==> config.mk <==
export PLATFORM = sky130hd
export DESIGN_NAME = neighbor_address_cache_core
export DESIGN_NICKNAME = d
export VERILOG_FILES = /design/src/hw/rtl/nac_pkg.sv /design/src/hw/rtl/neighbor_address_cache_core.sv
export SDC_FILE = /design/constraint.sdc
export NUM_CORES = 2
export LEC_CHECK = 0
export ABC_AREA = 1
export ABC_CLOCK_PERIOD_IN_PS = 6200
export CAP_MARGIN = 20
export CORE_ASPECT_RATIO = 1.2
export CORE_UTILIZATION = 40
export CTS_BUF_LIST = sky130_fd_sc_hd__clkbuf_16
export DETAILED_ROUTE_END_ITERATION = 10
export DONT_BUFFER_PORTS = 1
export PLACE_DENSITY = 0.64
export SLEW_MARGIN = 20
export SYNTH_ARGS = -nofsm -noshare
export SYNTH_HDL_FRONTEND = slang
export SYNTH_SLANG_ARGS = --single-unit
==> constraint.sdc <==
create_clock -name clk -period 6.2 [get_ports clk]
set_input_delay 0.93 -clock clk [delete_from_list [all_inputs] [get_ports clk]]
set_output_delay 0.93 -clock clk [all_outputs]
set_load 0.1 [all_outputs]
==> src/hw/rtl/nac_pkg.sv <==
// ----------------------------------------------------------------------------
// nac_pkg
// Shared widths, codes, register indexes and reset values for the
// neighbor address cache.
// ----------------------------------------------------------------------------
package nac_pkg;

  // field widths
  localparam int NET_W      = 32;
  localparam int LINK_W     = 16;
  localparam int VLAN_W     = 8;
  localparam int AGE_W      = 8;
  localparam int PCNT_W     = 2;
  localparam int CFG_IDX_W  = 3;
  localparam int CFG_DATA_W = 32;

  // action codes
  localparam logic ACT_LEARN  = 1'b0;
  localparam logic ACT_LOOKUP = 1'b1;

  // configuration register indexes
  localparam logic [CFG_IDX_W-1:0] REG_PINNED_COUNT   = 3'd0;
  localparam logic [CFG_IDX_W-1:0] REG_PIN0_NET_ADDR  = 3'd1;
  localparam logic [CFG_IDX_W-1:0] REG_PIN0_LINK_ADDR = 3'd2;
  localparam logic [CFG_IDX_W-1:0] REG_PIN0_VLAN      = 3'd3;
  localparam logic [CFG_IDX_W-1:0] REG_PIN1_NET_ADDR  = 3'd4;
  localparam logic [CFG_IDX_W-1:0] REG_PIN1_LINK_ADDR = 3'd5;
  localparam logic [CFG_IDX_W-1:0] REG_PIN1_VLAN      = 3'd6;

  // register reset values
  localparam logic [PCNT_W-1:0] PINNED_COUNT_RST = 2'd2;
  localparam logic [NET_W-1:0]  PIN0_NET_RST     = 32'h0a01_0101;
  localparam logic [LINK_W-1:0] PIN0_LINK_RST    = 16'h0001;
  localparam logic [VLAN_W-1:0] PIN0_VLAN_RST    = 8'd1;
  localparam logic [NET_W-1:0]  PIN1_NET_RST     = 32'h0a01_0201;
  localparam logic [LINK_W-1:0] PIN1_LINK_RST    = 16'h0002;
  localparam logic [VLAN_W-1:0] PIN1_VLAN_RST    = 8'd2;

  // saturation point of the age counter
  localparam logic [AGE_W-1:0] AGE_SAT = 8'hFF;

  // one dynamic slot as kept in the slot memory
  typedef struct packed {
    logic [NET_W-1:0]  net_addr;
    logic [LINK_W-1:0] link_addr;
    logic [VLAN_W-1:0] vlan;
    logic [AGE_W-1:0]  age;
  } slot_t;

endpackage

==> src/hw/rtl/neighbor_address_cache_core.sv <==
// ----------------------------------------------------------------------------
// neighbor_address_cache_core
// Neighbor cache mapping network addresses to link addresses and vlans,
// with two pinned entries from registers and aging dynamic slots in a
// synchronous memory.
// ----------------------------------------------------------------------------
//
// channel   | handshake               | words
// ----------+-------------------------+--------------------------------------
// command   | start, busy             | action, net_addr, link_addr, vlan_tag
// result    | done (one-cycle strobe) | hit, found_link_addr, found_vlan
// config    | cfg_valid, cfg_ready    | cfg_index, cfg_data
//
// A lookup of address 0, any learn of address 0 and a lookup that hits a
// pinned entry answer in the cycle after acceptance. Anything else scans
// the slot memory one slot a cycle (one read port, one word per cycle);
// a learn that matches or a lookup hit can stop the scan before the last
// slot. busy stays high during the scan; a new command is taken in the
// cycle that done is shown. Synchronous reset empties all slots at once
// through per-slot valid bits. The receiver cannot stall.
//
module neighbor_address_cache_core #(
  parameter int DYNAMIC_SLOTS = 16,
  parameter int AGE_LIMIT     = 16
) (
  input  logic                             clk,
  input  logic                             rst,
  // command
  input  logic                             start,
  output logic                             busy,
  input  logic                             action,
  input  logic [nac_pkg::NET_W-1:0]        net_addr,
  input  logic [nac_pkg::LINK_W-1:0]       link_addr,
  input  logic [nac_pkg::VLAN_W-1:0]       vlan_tag,
  // result
  output logic                             done,
  output logic                             hit,
  output logic [nac_pkg::LINK_W-1:0]       found_link_addr,
  output logic [nac_pkg::VLAN_W-1:0]       found_vlan,
  // configuration
  input  logic                             cfg_valid,
  output logic                             cfg_ready,
  input  logic [nac_pkg::CFG_IDX_W-1:0]    cfg_index,
  input  logic [nac_pkg::CFG_DATA_W-1:0]   cfg_data
);
  import nac_pkg::*;

  localparam int IDX_W = (DYNAMIC_SLOTS > 1) ? $clog2(DYNAMIC_SLOTS) : 1;
  localparam logic [IDX_W-1:0] LAST_IDX = IDX_W'(DYNAMIC_SLOTS - 1);
  localparam logic [AGE_W-1:0] AGE_LIM  = AGE_W'(AGE_LIMIT);

  localparam logic S_IDLE = 1'b0;
  localparam logic S_SCAN = 1'b1;

  // configuration registers
  logic [PCNT_W-1:0] pinned_count;
  logic [NET_W-1:0]  pin0_net;
  logic [LINK_W-1:0] pin0_link;
  logic [VLAN_W-1:0] pin0_vlan;
  logic [NET_W-1:0]  pin1_net;
  logic [LINK_W-1:0] pin1_link;
  logic [VLAN_W-1:0] pin1_vlan;

  // control
  logic             state;
  logic [IDX_W-1:0] p;

  // captured command
  logic              act_q;
  logic [NET_W-1:0]  na_q;
  logic [LINK_W-1:0] la_q;
  logic [VLAN_W-1:0] vl_q;

  // learn victim tracking
  logic             have_free, have_free_next;
  logic [IDX_W-1:0] free_slot, free_slot_next;
  logic [IDX_W-1:0] old_slot, old_slot_next;
  logic [AGE_W-1:0] max_age, max_age_next;

  // slot memory and valid bits
  slot_t                    mem [DYNAMIC_SLOTS];
  logic [DYNAMIC_SLOTS-1:0] vld;
  slot_t                    rd_data;
  logic                     rd_vld;
  logic [IDX_W-1:0]         rd_addr;
  logic                     wr_en;
  logic [IDX_W-1:0]         wr_addr;
  slot_t                    wr_data;

  // scan step results
  logic              last;
  logic [NET_W-1:0]  cur_net;
  logic              match;
  logic [AGE_W-1:0]  age_inc;
  logic              fin;
  logic              fin_hit;
  logic [LINK_W-1:0] fin_link;
  logic [VLAN_W-1:0] fin_vlan;

  // pinned entry compare
  logic accept;
  logic pin0_hit;
  logic pin1_hit;

  assign cfg_ready = 1'b1;
  assign busy      = (state != S_IDLE);
  assign accept    = start && !busy;
  assign pin0_hit  = (pinned_count != '0) && (pin0_net == net_addr);
  assign pin1_hit  = pinned_count[1] && (pin1_net == net_addr);

  // configuration writes
  always_ff @(posedge clk) begin
    if (rst) begin
      pinned_count <= PINNED_COUNT_RST;
      pin0_net     <= PIN0_NET_RST;
      pin0_link    <= PIN0_LINK_RST;
      pin0_vlan    <= PIN0_VLAN_RST;
      pin1_net     <= PIN1_NET_RST;
      pin1_link    <= PIN1_LINK_RST;
      pin1_vlan    <= PIN1_VLAN_RST;
    end else if (cfg_valid && cfg_ready) begin
      case (cfg_index)
        REG_PINNED_COUNT:   pinned_count <= cfg_data[PCNT_W-1:0];
        REG_PIN0_NET_ADDR:  pin0_net     <= cfg_data[NET_W-1:0];
        REG_PIN0_LINK_ADDR: pin0_link    <= cfg_data[LINK_W-1:0];
        REG_PIN0_VLAN:      pin0_vlan    <= cfg_data[VLAN_W-1:0];
        REG_PIN1_NET_ADDR:  pin1_net     <= cfg_data[NET_W-1:0];
        REG_PIN1_LINK_ADDR: pin1_link    <= cfg_data[LINK_W-1:0];
        REG_PIN1_VLAN:      pin1_vlan    <= cfg_data[VLAN_W-1:0];
        default: ;
      endcase
    end
  end

  // read address: slot 0 while idle, then the slot after the one in hand
  assign last    = (p == LAST_IDX);
  assign rd_addr = (state == S_SCAN && !last) ? p + IDX_W'(1) : '0;

  // slot memory, one read and one write port
  always_ff @(posedge clk) begin
    if (wr_en) begin
      mem[wr_addr] <= wr_data;
    end
    rd_data <= mem[rd_addr];
  end

  // valid bits, cleared by reset so every slot reads empty
  always_ff @(posedge clk) begin
    if (rst) begin
      vld <= '0;
    end else if (wr_en) begin
      vld[wr_addr] <= 1'b1;
    end
  end

  always_ff @(posedge clk) begin
    rd_vld <= vld[rd_addr];
  end

  // per-slot decode of the word just read
  assign cur_net = rd_vld ? rd_data.net_addr : '0;
  assign match   = (cur_net == na_q);
  assign age_inc = (rd_data.age == AGE_SAT) ? rd_data.age : rd_data.age + AGE_W'(1);

  // scan step: learn tracking, aging write-back, finish decision
  always_comb begin
    wr_en          = 1'b0;
    wr_addr        = p;
    wr_data        = '{net_addr: na_q, link_addr: la_q, vlan: vl_q, age: '0};
    fin            = 1'b0;
    fin_hit        = 1'b0;
    fin_link       = '0;
    fin_vlan       = '0;
    have_free_next = have_free;
    free_slot_next = free_slot;
    old_slot_next  = old_slot;
    max_age_next   = max_age;
    if (state == S_SCAN) begin
      if (act_q == ACT_LEARN) begin
        fin_hit = 1'b1;
        if (match) begin
          wr_en = 1'b1;
          fin   = 1'b1;
        end else begin
          if (cur_net == '0) begin
            if (!have_free) begin
              have_free_next = 1'b1;
              free_slot_next = p;
            end
          end else if (rd_data.age > max_age) begin
            max_age_next  = rd_data.age;
            old_slot_next = p;
          end
          // end of scan: fill the first empty slot or replace the oldest
          if (last) begin
            wr_en   = 1'b1;
            wr_addr = have_free_next ? free_slot_next : old_slot_next;
            fin     = 1'b1;
          end
        end
      end else begin
        if (match) begin
          wr_en   = 1'b1;
          wr_data = '{net_addr: cur_net, link_addr: rd_data.link_addr,
                      vlan: rd_data.vlan, age: age_inc};
          if (age_inc >= AGE_LIM) begin
            // expired entry: empty the slot and keep searching
            wr_data.net_addr = '0;
            fin = last;
          end else begin
            fin      = 1'b1;
            fin_hit  = 1'b1;
            fin_link = rd_data.link_addr;
            fin_vlan = rd_data.vlan;
          end
        end else begin
          fin = last;
        end
      end
    end
  end

  // control state
  always_ff @(posedge clk) begin
    if (rst) begin
      state <= S_IDLE;
      done  <= 1'b0;
      p     <= '0;
    end else begin
      done <= 1'b0;
      case (state)
        S_IDLE: begin
          if (accept) begin
            p <= '0;
            if (net_addr == '0 || (action == ACT_LOOKUP && (pin0_hit || pin1_hit))) begin
              done <= 1'b1;
            end else begin
              state <= S_SCAN;
            end
          end
        end
        S_SCAN: begin
          if (fin) begin
            state <= S_IDLE;
            done  <= 1'b1;
          end else begin
            p <= p + IDX_W'(1);
          end
        end
        default: state <= S_IDLE;
      endcase
    end
  end

  // command capture, tracker and result words
  always_ff @(posedge clk) begin
    if (state == S_IDLE && accept) begin
      act_q     <= action;
      na_q      <= net_addr;
      la_q      <= link_addr;
      vl_q      <= vlan_tag;
      have_free <= 1'b0;
      free_slot <= '0;
      old_slot  <= '0;
      max_age   <= '0;
      if (net_addr == '0) begin
        hit             <= (action == ACT_LEARN);
        found_link_addr <= '0;
        found_vlan      <= '0;
      end else if (pin0_hit) begin
        hit             <= 1'b1;
        found_link_addr <= pin0_link;
        found_vlan      <= pin0_vlan;
      end else begin
        hit             <= 1'b1;
        found_link_addr <= pin1_link;
        found_vlan      <= pin1_vlan;
      end
    end else if (state == S_SCAN) begin
      have_free <= have_free_next;
      free_slot <= free_slot_next;
      old_slot  <= old_slot_next;
      max_age   <= max_age_next;
      if (fin) begin
        hit             <= fin_hit;
        found_link_addr <= fin_link;
        found_vlan      <= fin_vlan;
      end
    end
  end

`ifndef SYNTHESIS
  // a result follows either an immediate answer or the scan
  assert property (@(posedge clk) disable iff (rst)
    done |-> ($past(start && !busy) || $past(state == S_SCAN)))
    else $error("result strobe without a command in flight");

  // learn always answers hit
  assert property (@(posedge clk) disable iff (rst)
    (done && act_q == ACT_LEARN) |-> hit)
    else $error("learn answered a miss");

  // a miss carries zero words
  assert property (@(posedge clk) disable iff (rst)
    (done && !hit) |-> (found_link_addr == '0 && found_vlan == '0))
    else $error("miss with nonzero fields");

  // the memory is written only while scanning
  assert property (@(posedge clk) disable iff (rst)
    wr_en |-> (state == S_SCAN))
    else $error("slot write outside the scan");

  // scan index never passes the last slot
  assert property (@(posedge clk) disable iff (rst)
    (state == S_SCAN) |-> (p <= LAST_IDX))
    else $error("scan index out of range");
`endif

endmodule

==> out/results.md <==
* **worst reg2reg path startpoint** rd_data[2]
* **maximum clock frequency** 234 MHz
* **sw frac** 22.8%
* **Hold Violations, Final** 0
* **post-synthesis to final-layout area growth** 11.7%
* **Finish-stage setup viols** 0
* **result of the run** completed
* **Via Count** 33,100
* **Std-Cell Core Area** 134,000 µm²
* **Synth Register Bits** 1,324
* **site row count** 147
* **Finished Cell Area** 60,200 µm²
* **GR Overflow Total** 0
* **fraction of registers with async set or reset after synthesis** 0%
* **placement-stage worst setup slack** 1.98 ns
* **net count of the finished layout** 4,405
* **Clock Sink Count** 1,324
* **Post-Syn Instances** 4,314
* **number of max-slew violations in the final report** 0
* **slack of the critical path** 1.92 ns
* **Clock Tree Root** sky130_fd_sc_hd__clkbuf_16
* **insertion delay of the later-clocked pin in the worst-skew pair** 0.75 ns
* **Final min period** 4.28 ns
* **ratio of total power to cell area** 311 nW/µm²
* **Setup Crit Path Kind** reg2reg
* **die width** 337 µm
* **Total Power Consumption** 18.7 mW
* **final worst path period share** 69.1%
* **Post-synth EDFFs** 1,106
* **post-CTS setup repair buffer count** 0
* **CTS tree** built
* **part of the total power dissipated in sequential elements** 52.9%
* **hold_sp** rst
* **layout cell share with drive strength beyond 1** 9.28%
* **Post-CTS Hold Buffers** 0
* **arrival time worst endpoint** 4.67 ns
* **CP max FO** 25
* **boundary pin count** 124
* **class of the most critical hold timing path** in2reg
* **worst-case clock skew** 0.0317 ns
* **Unique masters post-synth** 41
* **routability congestion estimate** 0.850
* **RSZ-0062 raised after global routing** no
* **worst reg-to-reg setup slack** 1.92 ns
* **post-DP HPWL** 79.6 mm
* **Seq/Total Area, Yosys** 69.7%
* **most frequent cells in the layout** sky130_fd_sc_hd__edfxtp_1 (1,106), sky130_fd_sc_hd__o21ai_0 (498), sky130_fd_sc_hd__nand2_1 (459)
* **global-route usage over all layers** 19.5%
* **starting density of the core** 40.3%
* **Comb power frac** 5.7%
* **number of buffers created by CTS** 137
* **IO Port Bufs** 0
* **data required time of the worst path** 6.59 ns
* **FILL cells** 11,900
* **max_slew headroom** 28.8%
* **antenna violations before repair** 10
* **Synthesis Warnings** 0
* **area of the die** 136,000 µm²
* **Setup crit start** rd_data[2]
* **actual slew at the worst max-slew pin** 1.07 ns
* **Reg-to-Reg End** mem[0][52]
* **crit path capture type** flop
* **Post-synth top flop** sky130_fd_sc_hd__edfxtp_1
* **antenna-violating nets left** 0
* **Critical Path Start Type** flop
* **max capacitance violation total** 0
* **Internal Pwr Total** 14.5 mW
* **Post-route DRC** 0
* **maximum number of pins on one net before global-route repair** 141
* **sum of negative setup slack** 0 ns
* **switching pwr** 4.27 mW
* **Worst Hold End** p[2]
* **leakage power total** 20.8 nW
* **post-route non-filler standard cell count** 6,196
* **H-tree levels** 4
* **die height** 404 µm
* **hold slack final** 0.265 ns
* **number of optimization iterations in the first detailed-route pass** 6
* **Post-Place Cell Area** 56,000 µm²
* **peak supply drop** 0.221 mV
* **netlist area before placement** 53,900 µm²
* **Max clock buf depth** 3
* **global-route wire length before repair** 200 mm
* **wire length reported by the detailed router** 135 mm
* **post-placement cell count** 5,948
* **clock slew seen by the registers of the worst setup and hold paths** 0.06 ns
* **instance count along the most critical hold path** 1
* **Worst Reg-to-Reg Cells** 10
* **share of power burned in the clock network** 41.4%
* **vias in the first global route** 31,900
* **core utilization of the finished layout** 45.0%
* **number of DRC markers in iteration 0** 3,439
* **number of nets in the synthesized netlist** 4,420
* **syn_area_per_cell** 12.5 µm²
* **number of gates given a new drive strength after cts** 0
* **Routed WL per cell** 21.7 µm
* **most common cell after layout, fill and taps aside** sky130_fd_sc_hd__edfxtp_1
* **routed via count divided by cell count** 5.34
## area by class of cell
type	count	area [µm²]	area share, %
Antenna cell	1	2.50	0.00416
Clock buffer	138	3450	5.74
Clock inverter	109	747	1.24
Inverter	369	1440	2.39
Multi-Input combinational cell	2377	13900	23.1
Sequential cell	1324	37600	62.4
Tap cell	1788	2240	3.72
Timing Repair Buffer	90	813	1.35
## metal layers
metal	routed length (µm)	part of all wire, %	track usage, %
met5	13	0.0097	0
met4	4310	3.2	7.17
met3	5970	4.4	2.51
met2	69600	52	34.3
met1	54900	41	24.4
## kinds of logic (layout without fill, tap and decap cells)
kind of cell    count (synthesis)  count (layout)  share of synthesized area, %
flops                        1324            1324                          69.7
xor+xnor                       49              49                         0.796
buf+inv                       613             706                          4.55
simple gates                 1040            1040                          7.81
other cells                     1               2                       0.00696
fa+ha+maj                      10              10                         0.232
mux                           344             344                          6.54
compound gates                933             933                          10.4
## state kept, by name (all words and copies together) (netlist names), 2 cells and up
signal           count
mem               1024
rd_data             64
na_q                32
pin0_net            32
pin1_net            32
found_link_addr     16
la_q                16
pin0_link           16
pin1_link           16
vld                 16
found_vlan           8
max_age              8
pin0_vlan            8
pin1_vlan            8
vl_q                 8
free_slot            4
old_slot             4
p                    4
pinned_count         2
## worst max path at each step
stage                  endpoint  slack [ns]  depth (start not counted)
finish               mem[0][52]        1.92                         10
global route         mem[7][52]        1.63                         13
CTS                 mem[12][14]        1.94                         12
detailed placement  mem[11][52]        1.98                         10
global placement    mem[12][10]        2.06                         12
floorplan             mem[0][0]        0.89                         12
## cell usage after synthesis, types with 3 or more instances
master / count / area, µm²
sky130_fd_sc_hd__a211oi_1: 69 / 518
sky130_fd_sc_hd__a21oi_1: 48 / 240
sky130_fd_sc_hd__a31oi_1: 4 / 25.0
sky130_fd_sc_hd__buf_1: 24 / 90.1
sky130_fd_sc_hd__buf_2: 73 / 365
sky130_fd_sc_hd__buf_4: 6 / 45.0
sky130_fd_sc_hd__buf_6: 5 / 56.3
sky130_fd_sc_hd__clkbuf_1: 136 / 510
sky130_fd_sc_hd__dfxtp_1: 218 / 4360
sky130_fd_sc_hd__edfxtp_1: 1106 / 33200
sky130_fd_sc_hd__ha_1: 10 / 125
sky130_fd_sc_hd__inv_1: 367 / 1380
sky130_fd_sc_hd__mux2_2: 64 / 721
sky130_fd_sc_hd__mux2i_1: 280 / 2800
sky130_fd_sc_hd__nand2_1: 461 / 1730
sky130_fd_sc_hd__nand2_2: 10 / 62.6
sky130_fd_sc_hd__nand3_1: 97 / 485
sky130_fd_sc_hd__nand3_2: 3 / 30.0
sky130_fd_sc_hd__nand4_1: 13 / 81.3
sky130_fd_sc_hd__nor2_1: 420 / 1580
sky130_fd_sc_hd__nor2_2: 6 / 37.5
sky130_fd_sc_hd__nor2_4: 5 / 56.3
sky130_fd_sc_hd__nor3_1: 12 / 60.1
sky130_fd_sc_hd__nor4_1: 6 / 37.5
sky130_fd_sc_hd__o2111ai_1: 4 / 35.0
sky130_fd_sc_hd__o211ai_1: 203 / 1520
sky130_fd_sc_hd__o21ai_0: 498 / 2490
sky130_fd_sc_hd__o22ai_1: 90 / 563
sky130_fd_sc_hd__o22ai_2: 10 / 125
sky130_fd_sc_hd__or2_2: 6 / 37.5
sky130_fd_sc_hd__xnor2_1: 16 / 140
sky130_fd_sc_hd__xor2_1: 33 / 289
## power by group through the flow
stage	registers (mW)	clock network (mW)	logic (mW)
floorplan	10.0	0	0.781
global placement	10.1	0	1.05
detailed placement	10.1	0	1.07
CTS	9.91	7.88	1.07
global route	9.91	8.21	1.18
finish	9.91	7.76	1.07
## critical path, cell delays in order (launching register included)
cell                      delay (ns)
sky130_fd_sc_hd__dfxtp_1        0.46
sky130_fd_sc_hd__nand3_1        0.15
sky130_fd_sc_hd__nor2_1         0.19
sky130_fd_sc_hd__nand3_1        0.11
sky130_fd_sc_hd__xor2_1         0.27
sky130_fd_sc_hd__nand2_1        0.08
sky130_fd_sc_hd__nor2_1         0.37
sky130_fd_sc_hd__nand3_1        0.26
sky130_fd_sc_hd__nor2_4         0.55
sky130_fd_sc_hd__nand2_1        0.51
sky130_fd_sc_hd__o22ai_1        0.96
(Power assumes the default switching activity.)
